[src/sv/dfe_pkg.sv]
`timescale 1ns / 1ps

package dfe_pkg;

   localparam int FRAME_SLOTS_DEFAULT = 18;
   localparam int DATA_SLOTS          = 16;
   localparam int VALUE_W             = 11;
   localparam int WORD_W              = 12;
   localparam int NIBBLE_W            = 4;
   localparam int COUNT_W             = 16;
   localparam int CSR_INDEX_W         = 1;

   localparam logic [COUNT_W-1:0] ZERO_COUNT_RESET = 16'd62;
   localparam logic [COUNT_W-1:0] ONE_COUNT_RESET  = 16'd124;

   typedef enum logic [CSR_INDEX_W-1:0] {
      CSR_ZERO_COUNT = 1'b0,
      CSR_ONE_COUNT  = 1'b1
   } csr_index_type;

   typedef logic [DATA_SLOTS-1:0] frame_type;

   // one encoded frame handed between front, queue and back
   typedef struct packed {
      logic      valid;
      frame_type frame;
   } frame_xfer_type;

   typedef struct packed {
      logic [COUNT_W-1:0] zero_count;
      logic [COUNT_W-1:0] one_count;
   } slot_cfg_type;

   // word = value:telemetry, checksum = xor of its three nibbles
   function automatic frame_type frame_build(logic [VALUE_W-1:0] value, logic telem);
      logic [WORD_W-1:0]   word;
      logic [NIBBLE_W-1:0] csum;
      word = {value, telem};
      csum = word[11:8] ^ word[7:4] ^ word[3:0];
      return {word, csum};
   endfunction

endpackage

[src/sv/dfe_if.sv]
`timescale 1ns / 1ps

interface dfe_req_if;
   logic                         valid;
   logic                         ready;
   logic [dfe_pkg::VALUE_W-1:0]  throttle_value;
   logic                         telemetry_request;

   modport source (output valid, output throttle_value, output telemetry_request,
                   input ready);
   modport sink   (input valid, input throttle_value, input telemetry_request,
                   output ready);
endinterface

interface dfe_rsp_if;
   logic                         valid;
   logic                         ready;
   logic [dfe_pkg::COUNT_W-1:0]  slot_compare;
   logic                         last_slot;

   modport source (output valid, output slot_compare, output last_slot, input ready);
   modport sink   (input valid, input slot_compare, input last_slot, output ready);
endinterface

[src/sv/dshot_frame_encoder.sv]
`timescale 1ns / 1ps

// Channel  Dir  Payload                                  Transaction
// req      in   throttle_value[10:0], telemetry_request  one DSHOT frame
// rsp      out  slot_compare[15:0], last_slot            one bit slot
// csr      in   csr_index[0], csr_write_data[15:0]       register write
//
// Each req transaction yields FRAME_SLOTS rsp transactions, one per cycle
// when rsp is ready; the slot serializer in dfe_back sets that rate.
// Frames follow each other with no idle cycle; a two-entry queue between
// the encoder front and the serializer keeps req open while slots drain.
// Reset (synchronous) empties the queue and restores the slot counts.
// An rsp stall holds the output register and, once the queue fills, req.
module dshot_frame_encoder #(
   parameter int FRAME_SLOTS = dfe_pkg::FRAME_SLOTS_DEFAULT
) (
   input  logic                              clock,
   input  logic                              reset,
   dfe_req_if.sink                           req,
   dfe_rsp_if.source                         rsp,
   input  logic                              csr_write_enable,
   input  logic [dfe_pkg::CSR_INDEX_W-1:0]   csr_index,
   input  logic [dfe_pkg::COUNT_W-1:0]       csr_write_data
);
   import dfe_pkg::*;

   slot_cfg_type   cfg_ff, cfg_in;
   frame_xfer_type push, head;
   logic           queue_full;
   logic           pop;

   // slot counts; the user must write them only while idle, which the block itself does not enforce
   always_comb begin
      cfg_in = cfg_ff;
      if (csr_write_enable) begin
         unique case (csr_index_type'(csr_index))
            CSR_ZERO_COUNT: cfg_in.zero_count = csr_write_data;
            CSR_ONE_COUNT:  cfg_in.one_count  = csr_write_data;
         endcase
      end
   end

   always_ff @(posedge clock) begin
      if (reset) begin
         cfg_ff.zero_count <= ZERO_COUNT_RESET;
         cfg_ff.one_count  <= ONE_COUNT_RESET;
      end else begin
         cfg_ff <= cfg_in;
      end
   end

   dfe_front u_front (
      .req        (req),
      .queue_full (queue_full),
      .push       (push)
   );

   dfe_queue u_queue (
      .clock (clock),
      .reset (reset),
      .push  (push),
      .full  (queue_full),
      .head  (head),
      .pop   (pop)
   );

   dfe_back #(
      .FRAME_SLOTS (FRAME_SLOTS)
   ) u_back (
      .clock (clock),
      .reset (reset),
      .head  (head),
      .pop   (pop),
      .cfg   (cfg_ff),
      .rsp   (rsp)
   );

   // trailing slots carry no high time
   a_last_slot_zero: assert property (@(posedge clock) disable iff (reset)
      rsp.valid && rsp.last_slot |-> rsp.slot_compare == '0)
      else $error("last slot carries a nonzero compare");

   // a frame, once started, is emitted without a bubble
   a_frame_no_gap: assert property (@(posedge clock) disable iff (reset)
      rsp.valid && rsp.ready && !rsp.last_slot |=> rsp.valid)
      else $error("gap inside a frame");

   // output register comes out of reset empty
   a_reset_empty: assert property (@(posedge clock)
      reset |=> !rsp.valid)
      else $error("rsp valid right after reset");

endmodule

[src/sv/dfe_front.sv]
`timescale 1ns / 1ps

module dfe_front (
   dfe_req_if.sink                 req,
   input  logic                    queue_full,
   output dfe_pkg::frame_xfer_type push
);
   import dfe_pkg::*;

   // accept whenever the queue has room; encode in flight
   assign req.ready  = ~queue_full;
   assign push.valid = req.valid & ~queue_full;
   assign push.frame = frame_build(req.throttle_value, req.telemetry_request);

endmodule

[src/sv/dfe_queue.sv]
`timescale 1ns / 1ps

module dfe_queue (
   input  logic                    clock,
   input  logic                    reset,
   input  dfe_pkg::frame_xfer_type push,
   output logic                    full,
   output dfe_pkg::frame_xfer_type head,
   input  logic                    pop
);
   import dfe_pkg::*;

   // two-entry frame queue
   frame_type  entries_ff [2];
   logic       wr_ptr_ff, wr_ptr_in;
   logic       rd_ptr_ff, rd_ptr_in;
   logic [1:0] count_ff, count_in;
   logic       do_push, do_pop;

   assign full       = (count_ff == 2'd2);
   assign head.valid = (count_ff != 2'd0);
   assign head.frame = entries_ff[rd_ptr_ff];

   always_comb begin
      do_push   = push.valid & ~full;
      do_pop    = pop & head.valid;
      wr_ptr_in = wr_ptr_ff ^ do_push;
      rd_ptr_in = rd_ptr_ff ^ do_pop;
      count_in  = count_ff + {1'b0, do_push} - {1'b0, do_pop};
   end

   always_ff @(posedge clock) begin
      if (reset) begin
         wr_ptr_ff <= 1'b0;
         rd_ptr_ff <= 1'b0;
         count_ff  <= 2'd0;
      end else begin
         wr_ptr_ff <= wr_ptr_in;
         rd_ptr_ff <= rd_ptr_in;
         count_ff  <= count_in;
      end
   end

   always_ff @(posedge clock) begin
      if (do_push) begin
         entries_ff[wr_ptr_ff] <= push.frame;
      end
   end

endmodule

[src/sv/dfe_back.sv]
`timescale 1ns / 1ps

module dfe_back #(
   parameter int FRAME_SLOTS = dfe_pkg::FRAME_SLOTS_DEFAULT
) (
   input  logic                    clock,
   input  logic                    reset,
   input  dfe_pkg::frame_xfer_type head,
   output logic                    pop,
   input  dfe_pkg::slot_cfg_type   cfg,
   dfe_rsp_if.source               rsp
);
   import dfe_pkg::*;

   localparam int SLOT_W = $clog2(FRAME_SLOTS);

   logic                busy_ff, busy_in;
   logic [SLOT_W-1:0]   slot_ff, slot_in;
   frame_type           frame_ff, frame_in;
   logic                rsp_valid_ff, rsp_valid_in;
   logic [COUNT_W-1:0]  compare_ff, compare_in;
   logic                last_ff, last_in;
   logic                advance, last_now, load;

   assign rsp.valid        = rsp_valid_ff;
   assign rsp.slot_compare = compare_ff;
   assign rsp.last_slot    = last_ff;
   assign pop              = load;

   always_comb begin
      advance  = ~rsp_valid_ff | rsp.ready;
      last_now = busy_ff & (slot_ff == SLOT_W'(FRAME_SLOTS - 1));
      // next frame loads on the edge that emits the last slot: no gap
      load     = advance & head.valid & (~busy_ff | last_now);

      busy_in      = busy_ff;
      slot_in      = slot_ff;
      frame_in     = frame_ff;
      rsp_valid_in = rsp_valid_ff;
      compare_in   = compare_ff;
      last_in      = last_ff;

      if (advance) begin
         rsp_valid_in = busy_ff;
         last_in      = last_now;
         if (slot_ff < SLOT_W'(DATA_SLOTS)) begin
            compare_in = frame_ff[DATA_SLOTS-1] ? cfg.one_count : cfg.zero_count;
         end else begin
            compare_in = '0;
         end
         if (busy_ff) begin
            frame_in = {frame_ff[DATA_SLOTS-2:0], 1'b0};
            slot_in  = slot_ff + SLOT_W'(1);
            if (last_now) begin
               busy_in = 1'b0;
            end
         end
         if (load) begin
            frame_in = head.frame;
            slot_in  = '0;
            busy_in  = 1'b1;
         end
      end
   end

   always_ff @(posedge clock) begin
      if (reset) begin
         busy_ff      <= 1'b0;
         rsp_valid_ff <= 1'b0;
         slot_ff      <= '0;
      end else begin
         busy_ff      <= busy_in;
         rsp_valid_ff <= rsp_valid_in;
         slot_ff      <= slot_in;
      end
   end

   always_ff @(posedge clock) begin
      frame_ff   <= frame_in;
      compare_ff <= compare_in;
      last_ff    <= last_in;
   end

endmodule

[src/flat_wrapper.sv]
// flat-port wrapper written by rule: the top's interface ports become plain ports
module dshot_frame_encoder_flat import dfe_pkg::*;
#(
   parameter int FRAME_SLOTS = dfe_pkg::FRAME_SLOTS_DEFAULT
)
  (clock, reset, csr_write_enable, csr_index, csr_write_data, req_valid, req_throttle_value, req_telemetry_request, req_ready, rsp_valid, rsp_slot_compare, rsp_last_slot, rsp_ready);
  dfe_req_if req_i ();
  dfe_rsp_if rsp_i ();
  input  logic clock;
  input  logic reset;
  input  logic csr_write_enable;
  input  logic [dfe_pkg::CSR_INDEX_W-1:0] csr_index;
  input  logic [dfe_pkg::COUNT_W-1:0] csr_write_data;
  input wire logic [$bits(req_i.valid)-1:0] req_valid;
  input wire logic [$bits(req_i.throttle_value)-1:0] req_throttle_value;
  input wire logic [$bits(req_i.telemetry_request)-1:0] req_telemetry_request;
  output wire logic [$bits(req_i.ready)-1:0] req_ready;
  output wire logic [$bits(rsp_i.valid)-1:0] rsp_valid;
  output wire logic [$bits(rsp_i.slot_compare)-1:0] rsp_slot_compare;
  output wire logic [$bits(rsp_i.last_slot)-1:0] rsp_last_slot;
  input wire logic [$bits(rsp_i.ready)-1:0] rsp_ready;
  assign req_i.valid = req_valid;
  assign req_i.throttle_value = req_throttle_value;
  assign req_i.telemetry_request = req_telemetry_request;
  assign req_ready = req_i.ready;
  assign rsp_valid = rsp_i.valid;
  assign rsp_slot_compare = rsp_i.slot_compare;
  assign rsp_last_slot = rsp_i.last_slot;
  assign rsp_i.ready = rsp_ready;
  dshot_frame_encoder #(.FRAME_SLOTS(FRAME_SLOTS)) u_core (.clock(clock), .reset(reset), .req(req_i), .rsp(rsp_i), .csr_write_enable(csr_write_enable), .csr_index(csr_index), .csr_write_data(csr_write_data));
endmodule
[config.mk]
export PLATFORM = sky130hd
export DESIGN_NAME = dshot_frame_encoder_flat
export DESIGN_NICKNAME = d
export VERILOG_FILES = /design/src/sv/dfe_pkg.sv /design/src/sv/dfe_if.sv /design/src/sv/dshot_frame_encoder.sv /design/src/sv/dfe_front.sv /design/src/sv/dfe_queue.sv /design/src/sv/dfe_back.sv /design/src/flat_wrapper.sv
export SDC_FILE = /design/constraint.sdc
export NUM_CORES = 1
export LEC_CHECK = 0
export ABC_AREA = 1
export BUFFER_PORTS_ARGS = -buffer_cell sky130_fd_sc_hd__buf_2
export CAP_MARGIN = 10
export CORE_MARGIN = 2
export CORE_UTILIZATION = 57
export CTS_CLUSTER_DIAMETER = 120
export DETAILED_ROUTE_END_ITERATION = 10
export PLACE_DENSITY = 0.78
export SLEW_MARGIN = 20
export SYNTH_ARGS = -nofsm -noshare
export SYNTH_HDL_FRONTEND = slang
export SYNTH_SLANG_ARGS = --single-unit
[constraint.sdc]
create_clock -name clock -period 2.4 [get_ports clock]
set_input_delay 0.12 -clock clock [delete_from_list [all_inputs] [get_ports clock]]
set_output_delay 0.12 -clock clock [all_outputs]
set_load 0.02 [all_outputs]
==> results of run 1 <==
stage by stage:
step / area, um^2 / std cells / util, %
after detailed placement: 4691 / 546 / 63.99
after global placement: 4691 / 546 / 63.99
final: 5132 / 588 / 70.01
after floorplan: 4367 / 406 / -
after global routing: 5132 / 588 / 70.01
after CTS: 5132 / 588 / 70.01
cells by family (layout without fill, tap and decap cells):
| family | count (synthesis) | count (layout) |
|---|---|---|
| buf+inv | 37 | 120 |
| simple gates | 172 | 172 |
| compound gates | 58 | 58 |
| flops | 108 | 108 |
| mux | 16 | 16 |
| xor+xnor | 9 | 9 |
| fa+ha+maj | 6 | 6 |
layer usage:
layer / up-vias / routed length (um)
li1: 1513 / -
met1: 1384 / 3338
met2: 104 / 4092
met3: 15 / 454
met4: 0 / 123
met5: - / 0
worst max-delay path, delay by kind of cell, from the launching register on:
| kind | cells | cell delay [ns] |
|---|---|---|
| flops | 1 | 0.38 |
| xor+xnor | 1 | 0.17 |
| buf+inv | 4 | 0.16 |
| simple gates | 7 | 0.48 |
| fa+ha+maj | 3 | 0.61 |
what timing repair did:
| item | CTS | global route |
|---|---|---|
| hold buffers | 26 | 0 |
| endpoints found under the hold margin | 44 | 0 |
| setup buffers | 0 | 0 |
registers in the layout, summed over array words and instances, names as in the netlist:
register	cells
u_core.cfg_ff	32
u_core.u_back.busy_ff	1
u_core.u_back.frame_ff	16
u_core.u_back.rsp.last_slot	1
u_core.u_back.rsp.slot_compare	16
u_core.u_back.rsp.valid	1
u_core.u_back.slot_ff	5
u_core.u_queue.count_ff	2
u_core.u_queue.entries_ff	32
u_core.u_queue.rd_ptr_ff	1
u_core.u_queue.wr_ptr_ff	1
final timing paths:
| check | from | cells after the start | endpoint |
|---|---|---|---|
| worst min-delay path | csr_write_data[10] | 3 | u_core.cfg_ff[26] |
| worst max-delay path | u_core.u_back.slot_ff[1] | 15 | u_core.u_queue.count_ff[1] |
| worst max register to register | u_core.u_back.slot_ff[1] | 15 | u_core.u_queue.count_ff[1] |
| worst min register to register | u_core.cfg_ff[18] | 2 | u_core.cfg_ff[18] |
synth_stat cells:
| library cell | n |
|---|---|
| nor2_4 | 2 |
| or2_2 | 1 |
| ha_1 | 6 |
| buf_2 | 6 |
| nor2_8 | 1 |
| o21ai_2 | 11 |
| xnor2_1 | 9 |
| nand2_4 | 2 |
| edfxtp_1 | 65 |
| clkbuf_1 | 5 |
| inv_2 | 4 |
| o21ai_1 | 4 |
| nor2_1 | 90 |
| dfxtp_1 | 43 |
| a21oi_1 | 4 |
| mux2i_1 | 16 |
| inv_4 | 1 |
| buf_6 | 3 |
| nand2_1 | 53 |
| inv_1 | 16 |
| buf_4 | 2 |
| o21ai_0 | 39 |
| nand4_1 | 3 |
| nand2_2 | 2 |
| nand3_1 | 18 |
report_power, final:
part           switching [uW]  internal, uW
clock network             630           393
logic                    1030           569
registers                 183          2560
total                    1840          3520
area by class of cell:
type | count | area [um^2] | share of cell area (%)
clock buffers | 9 | 123.9 | 2.413
repair buffers | 83 | 558.0 | 10.87
inverters | 21 | 81.33 | 1.585
clock inverters | 7 | 57.56 | 1.121
flip-flops and latches | 108 | 2813 | 54.80
multi-input cells | 261 | 1375 | 26.79
well taps | 99 | 123.9 | 2.413
==> impl_metrics.ini, run 1 <==
[status]
outcome = finished, final reports clean

[timing]
finalSetupTns_ns = 0
holdWs_ns = 0.007855
rsz0062_at_grt = no
fin_ws_ns = 0.4988
skew_ns = 0.01383
min_period_ns = 1.901
timing.final.crit_share_pct = 79.22
slew_violations = 0
timing.fmax_mhz = 526.0
setup_viol = 0
timing.slew.headroom_pct = 56.78
worstMarginPinSlew_ns = 0.6475
hold_violations = 0

[floorplanning]
io_pins = 53
std_cell_rows = 31
core_mm2 = 0.007331
die_h_um = 91.53
fp.dieArea_mm2 = 0.008377
die_w_um = 91.53
initial_utilization_pct = 59.57

[grt]
grt_max_degree = 40
use_met2_pct = 35.17
antenna_found_initial = 0
grt_use_total_pct = 20.23
gr-max-usage-layer = met2
met1_usage_pct = 24.85
use_met3_pct = 4.896
grt_pass1_wl_mm = 13.25
grt_pass1_vias = 2862
overflow = 0

[clock_tree]
cts_buffers = 9
clkSlewWorstSetupHoldPaths_ns = 0.10
clk-insertion-delay-late_ns = 0.37
cts_buffer_depth = 2
tritoncts = done
cts_resized = 0
root_buffer = clkbuf_8
clock_sinks = 108
cts_max_level = 3

[worst_setup_path]
critPathLaunchType = flop
crit_slowest_cell = dfxtp_1
path_class = flop to flop
crit_chain = inv_1 > ha_1 > nand2_1 > inv_1 > nand2_1 > nand2_2 > nand2_4 > inv_1 > ha_1 > inv_1 > ha_1 > xnor2_1 > nand2_1 > nand2_1 > nor2_1
cp_max_fo = 4
required_ns = 2.67
cpPeakStageDelay_ns = 0.38
rrSetupSlack_ns = 0.50
cp-end-kind = flop
crit_arrival_ns = 2.17

[cells_and_area]
layout-drive-gt1-share_pct = 19.84
area_growth_pct = 17.54
layout_common_cells = 90 x nor2_1, 65 x edfxtp_1, 53 x nand2_1
fillCellCount = 536
layout_commonest_cell = nor2_1
num_antenna_cells = 0
finalNetCount = 524

[route]
wl_per_cell_um = 13.62
vias = 3016
via_per_inst = 5.129
drc_errors = 0
ant_nets = 0
dr.pass1.iters = 5
drt_iter0_drc = 203
postRouteWirelength_mm = 8.009

[yosys]
yosysWarnings = 0
syn_area_per_cell_um2 = 10.76
ys_seq_area_share_pct = 64.41
syn_area_mm2 = 0.004367
synthSimpleGateAreaFrac_pct = 16.70
synthTopCellsByArea = edfxtp_1 45%, dfxtp_1 20%, nor2_1 7.7%
synthMuxAreaShare_pct = 3.668
yosys.area.top_type = edfxtp_1
synth_xor_area_share_pct = 1.805
synth_fa_ha_area_share_pct = 1.719
synth_cell_types = 25
syn_inst = 406
synth_compound_area_share_pct = 7.593
synth_fp_nets = 446
ys_ff_latch = 108
synth_top_area_share_pct = 44.70
synth_top_family_by_area = simple AND/OR/NAND/NOR gates

[power_and_ir_drop]
leakage_uw = 0.002108
total_power_uw = 5369
p_per_area_mw_per_mm2 = 1046
peakVddDrop_mv = 0.7404

[placed_design]
hpwl_mm = 4.821
place_worst_setup_slack_ns = 0.5224
port-buffer-count = 52
gp_congestion = 0.8076

[worst_hold_path]
hold_class = primary input to flop

[flow_run]
drv_cap = 0
No activity file was read; power rests on OpenSTA's default activity.
==> run 2, diff against run 1 <==
Settings changed: ABC_AREA 1 to 0, CORE_UTILIZATION 57 to 52, PLACE_DENSITY 0.78 to 0.75.
Clock period 2.4 ns to 1.67 ns, I/O delays scaled along.
==> run 2 against run 1 <==
Compared with the run above: the run now ends with setup timing left; largest cell class unchanged; final cell count fell by 3.2%; first-iteration DRC count down 12%; synthesized area increased by 1.1%; die area up 10%; design area is 9.6% higher; routed wire length grew 14%; setup slack worse by 0.63 ns; sequential share of layout area decreased by 4.8 points; hold slack improved by 0.053 ns; fmax grew 5.5%; combinational power grew 84%.
==> impl_metrics.ini, run 2 <==
[cells_and_area]
area_growth_pct = 27.44
layout-drive-gt1-share_pct = 31.25
finalNetCount = 499
layout_commonest_cell = nand2_1
layout_common_cells = 66 x nand2_1, 65 x edfxtp_1, 52 x buf_2
final_cells = 569
final_util_pct = 68.46
fillCellCount = 559
largestRegisters = u_core.cfg_ff x32, u_core.u_queue.entries_ff x32
num_antenna_cells = 0

[timing]
worstMarginPinSlew_ns = 0.7252
fin_ws_ns = -0.1313
hold_violations = 0
timing.slew.headroom_pct = 51.65
timing.fmax_mhz = 555.1
min_period_ns = 1.801
setup_viol = 16
timing.final.crit_share_pct = 107.9
slew_violations = 0
rsz0062_at_grt = yes
skew_ns = 0.01077
holdWs_ns = 0.06108

[floorplanning]
core_mm2 = 0.008217
die_w_um = 96.14
die_h_um = 96.14
io_pins = 53
std_cell_rows = 33
fp.dieArea_mm2 = 0.009242
initial_utilization_pct = 53.72

[worst_setup_path]
cp_top_family = buffers and inverters
path_class = flop to flop
crit_arrival_ns = 1.93
cp-end-kind = flop
rrSetupSlack_ns = -0.13
cp_num_buf_inv = 4
crit_slowest_cell = dfxtp_2
required_ns = 1.80
cpPeakStageDelay_ns = 0.34
worstReg2RegStart = u_core.u_back.slot_ff[1]
cp_max_fo = 5
worstReg2RegEnd = u_core.u_back.frame_ff[10]
worstSetupStartpoint = u_core.u_back.slot_ff[1]
critPathLaunchType = flop
crit_chain = inv_2 > ha_4 > nand4bb_4 > a211oi_4 > buf_6 > buf_12 > buf_12 > mux2_4
r2r_cells = 8
crit_top_cell = buf_12

[route]
vias = 3024
wl_per_cell_um = 16.06
via_per_inst = 5.315
dr.pass1.iters = 5
drt_iter0_drc = 179
ant_nets = 0
drc_errors = 0
postRouteWirelength_mm = 9.136

[yosys]
synth_edf_count = 65
ys.flop_type = edfxtp_1
synthMuxAreaShare_pct = 11.76
syn_area_per_cell_um2 = 12.33
syn_inst = 358
synth_fa_ha_area_share_pct = 1.701
synth_top_area_share_pct = 44.22
synth_compound_area_share_pct = 5.329
synth_fp_nets = 398
synth_top_family_by_area = simple AND/OR/NAND/NOR gates
synth_cell_types = 32
synth_xor_area_share_pct = 1.786
syn_area_mm2 = 0.004414
synthTopCellsByArea = edfxtp_1 44%, dfxtp_1 20%, mux2_2 7.9%
synthSimpleGateAreaFrac_pct = 12.61
yosysWarnings = 0
synthArstFlopShare_pct = 0
ys_seq_area_share_pct = 63.72
synthTopCellsByCount = 66 x nand2_1, 65 x edfxtp_1, 43 x dfxtp_1
yosysMostFrequentCell = nand2_1
yosys.area.top_type = edfxtp_1
ys_ff_latch = 108

[clock_tree]
root_buffer = clkbuf_8
clock_sinks = 108
cts_buffer_depth = 2
cts_max_level = 3
tritoncts = done
cts_buffers = 9
clk-insertion-delay-late_ns = 0.37
clkSlewWorstSetupHoldPaths_ns = 0.11

[power_and_ir_drop]
leakage_uw = 0.002250
peakVddDrop_mv = 1.380
p_per_area_mw_per_mm2 = 1480
total_power_uw = 8328

[worst_hold_path]
whs_endpoint = u_core.cfg_ff[24]
hold_depth = 4
hold_class = primary input to flop
hp-start = csr_index

[grt]
grt_max_degree = 22
grt_pass1_wl_mm = 14.79
grt_pass1_vias = 3072
antenna_found_initial = 0
overflow = 0
grt_use_total_pct = 21.50

[placed_design]
hpwl_mm = 5.622
dp_cells = 518
gp_congestion = 0.7704
port-buffer-count = 52
place_worst_setup_slack_ns = -0.1568

[status]
violations = setup timing
outcome = finished with violations

[flow_run]
drv_cap = 0
## run 2: changes by cell type after synthesis, sizes merged, moves of 5 or more
cell / change
inv: -11
o21ai: -50
mux2: +31
clkbuf: +10
buf: -5
nand2: +9
nand3b: +10
nand3: -16
nor2b: +5
a21oi: +23
nor2: -70
## run 2: kinds of logic after synthesis
| kind of cell | after synthesis |
|---|---|
| multiplexers | 48 |
| adder cells (fa/ha/maj) | 6 |
| buffers and inverters | 31 |
| AND/OR/NAND/NOR | 117 |
| AO/OA/AOI/OAI | 39 |
| XOR/XNOR | 9 |
| flip-flops | 108 |
## run 2: repair_timing
| action | CTS | global route |
|---|---|---|
| resized for setup | 10 | 2 |
| hold buffers | 28 | 0 |
| setup buffers | 5 | 2 |
| setup endpoints to repair | 18 | 35 |
| cloned | 2 | 0 |
| hold endpoints to repair | 56 | 0 |
## run 2: worst max path at each step
stage | end | slack (ns) | cells past startpoint
floorplan | u_core.u_queue.count_ff[1] | -0.23 | 11
global placement | u_core.u_queue.count_ff[1] | -0.15 | 10
detailed placement | u_core.u_queue.count_ff[1] | -0.16 | 10
CTS | u_core.u_queue.count_ff[1] | -0.16 | 11
global route | u_core.u_queue.count_ff[1] | -0.20 | 11
finish | u_core.u_back.frame_ff[10] | -0.13 | 8
## run 2: final cells by class
type                    instances  area, um^2  share of cell area [%]
multi-input cells             219        1584                   28.16
flip-flops and latches        108        2815                   50.04
inverters                      10       37.54                  0.6673
well taps                     105       131.4                   2.335
repair buffers                111       859.6                   15.28
clock inverters                 7       73.82                   1.312
clock buffers                   9       123.9                   2.202
## run 2: power by group
part | switching, uW | internal [uW] | total (uW) | leakage [uW]
combinational | 1390 | 1550 | 2940 | 0.00115
clock | 995 | 600 | 1590 | 0.000103
sequential | 216 | 3580 | 3790 | 0.000995
## run 2: tightest hold or removal path, cell delays in order
cell and delay, ns:
buf_2 0.10, nor2b_1 0.08, nand2_1 0.08, a21oi_1 0.05
## run 2: metal layers
| metal | global-route usage (%) | part of all wire (%) |
|---|---|---|
| met3 | 5.482 | 3.8 |
| met1 | 25.57 | 43 |
| met4 | 7.262 | 0.96 |
| met2 | 37.79 | 52 |
| met5 | 0 | 0 |
## run 2: stage by stage
step | setup TNS [ns] | cell area, um^2
floorplan | -3.436 | 4494
detailed placement | -1.479 | 5017
global route | -2.543 | 5625
global placement | -1.361 | 5017
CTS | -1.956 | 5645
finish | -1.829 | 5625
==> run 3, diff against run 2 <==
Settings changed: BUFFER_PORTS_ARGS -buffer_cell sky130_fd_sc_hd__buf_2 to -buffer_cell sky130_fd_sc_hd__buf_4.
==> run 3 against run 2 <==
Compared with the run above: largest cell class unchanged; non-clock buffer count shrank 8; sequential share of layout area shrank 0.38 points; combinational power shrank 5%; register-to-register slack lost 0.05 ns; the flow still finishes with violations (setup timing); design area grew 0.76%; utilization grew 0.52 points; via count shrank 1.7%; largest power group unchanged; highest routed layer unchanged; final cell count shrank 1.4%; critical path depth shrank 1; clock skew shrank 0.0020 ns; flip-flop and latch count is the same.
==> impl_metrics.ini, run 3 (synthesis gave the netlist of run 2 again) <==
[clock_tree]
clkSlewWorstSetupHoldPaths_ns = 0.10
tritoncts = done
cts_buffer_depth = 2
root_buffer = clkbuf_8
cts_max_level = 3
clk-insertion-delay-late_ns = 0.36
cts_buffers = 9
clock_sinks = 108

[power_and_ir_drop]
total_power_uw = 8285
p_per_area_mw_per_mm2 = 1462
leakage_uw = 0.002239
peakVddDrop_mv = 0.7099

[worst_setup_path]
required_ns = 1.79
cp-end-kind = flop
critPathLaunchType = flop
path_class = flop to flop
cp_max_fo = 10
crit_arrival_ns = 1.97

[flow_run]
drv_cap = 0

[floorplanning]
initial_utilization_pct = 53.72
fp.dieArea_mm2 = 0.009242
io_pins = 53
die_w_um = 96.14
std_cell_rows = 33
core_mm2 = 0.008217
die_h_um = 96.14

[timing]
setup_viol = 18
hold_violations = 0
skew_ns = 0.008800
rsz0062_at_grt = yes
min_period_ns = 1.850
timing.slew.headroom_pct = 53.47
timing.fmax_mhz = 540.6
fin_ws_ns = -0.1800
worstMarginPinSlew_ns = 0.6980
slew_violations = 0
timing.final.crit_share_pct = 110.8

[grt]
antenna_found_initial = 0
overflow = 0
grt_pass1_vias = 2971
grt_max_degree = 30
grt_pass1_wl_mm = 14.11
grt_use_total_pct = 20.52

[route]
vias = 2974
drt_iter0_drc = 128
postRouteWirelength_mm = 8.781
wl_per_cell_um = 15.65
drc_errors = 0
dr.pass1.iters = 4
via_per_inst = 5.301
ant_nets = 0

[cells_and_area]
layout_commonest_cell = buf_4
layout-drive-gt1-share_pct = 29.61
largestRegisters = u_core.cfg_ff x32, u_core.u_queue.entries_ff x32
final_cells = 561
finalNetCount = 491
area_growth_pct = 28.40
num_antenna_cells = 0
layout_common_cells = 70 x buf_4, 66 x nand2_1, 65 x edfxtp_1

[placed_design]
dp_cells = 514
port-buffer-count = 52
place_worst_setup_slack_ns = -0.1623
gp_congestion = 0.7530
hpwl_mm = 5.446

[worst_hold_path]
hold_class = primary input to flop

[status]
violations = setup timing
outcome = finished with violations
==> run 3: changes by cell type in the layout (fill, tap and decap cells not counted), moves of 2 or more <==
cell | previous run | this run
buf_2 | 52 | 0
buf_4 | 24 | 70
clkinv_4 | 0 | 2
inv_8 | 3 | 0
mux2_2 | 15 | 20
mux2_4 | 16 | 11
==> run 3: layer usage <==
metal	GRT usage, %	share of wire, %	vias to the layer above
met5	0	0	-
met4	6.310	1.3	0
met3	5.090	5.1	12
met2	35.42	52	89
met1	25.36	42	1437
li1	-	-	1436
==> run 3: critical path, cell delays in order, from the launching register on <==
cell and delay [ns]:
dfxtp_2 0.34, inv_2 0.06, ha_4 0.13, nand4bb_4 0.12
a211oi_4 0.30, buf_4 0.18, buf_12 0.13, mux2_2 0.33
==> run 3: power by group <==
| part | switching (uW) | total (uW) | internal [uW] | leakage, uW |
|---|---|---|---|---|
| clock network | 882 | 1690 | 808 | 0.000113 |
| logic | 1310 | 2800 | 1490 | 0.00113 |
| registers | 216 | 3790 | 3580 | 0.000995 |
| total | 2410 | 8280 | 5870 | 0.00224 |
==> run 3: timing repair <==
action / CTS / global route
gates resized for setup: 2 / 1
endpoints found under the hold margin: 56 / 0
hold buffers: 28 / 0
buffers inserted: 2 / 0
endpoints found under the setup margin: 17 / 35
gates cloned: 1 / 0
==> run 3: path summary, 6_finish.rpt <==
| path | from | endpoint | slack [ns] | depth (start not counted) |
|---|---|---|---|---|
| hold reg to reg | u_core.cfg_ff[12] | u_core.cfg_ff[12] | 0.46 | 2 |
| setup reg to reg | u_core.u_back.slot_ff[1] | u_core.u_back.frame_ff[12] | -0.18 | 7 |
| setup / recovery | u_core.u_back.slot_ff[1] | u_core.u_back.frame_ff[12] | -0.18 | 7 |
| hold / removal | csr_index | u_core.cfg_ff[25] | 0.08 | 4 |
==> run 3: final cells by class <==
| class | count | area, um^2 |
|---|---|---|
| sequential | 108 | 2815 |
| fill | 578 | 2549 |
| multi-input combinational | 219 | 1551 |
| timing repair buffer | 103 | 913.4 |
| clock buffer | 11 | 153.9 |
| tap | 105 | 131.4 |
| clock inverter | 5 | 65.06 |
| inverter | 10 | 37.54 |
==> run 3: per-stage QoR <==
step	TNS [ns]	utilization (%)	area [um^2]	hold WS, ns
after floorplan	-3.436	-	4494	0.1824
after CTS	-2.309	68.92	5663	0.04627
final	-2.566	68.98	5668	0.08014
after global routing	-3.894	68.98	5668	0.06852
after global placement	-1.431	62.28	5117	0.2839
after detailed placement	-1.413	62.28	5117	0.2868
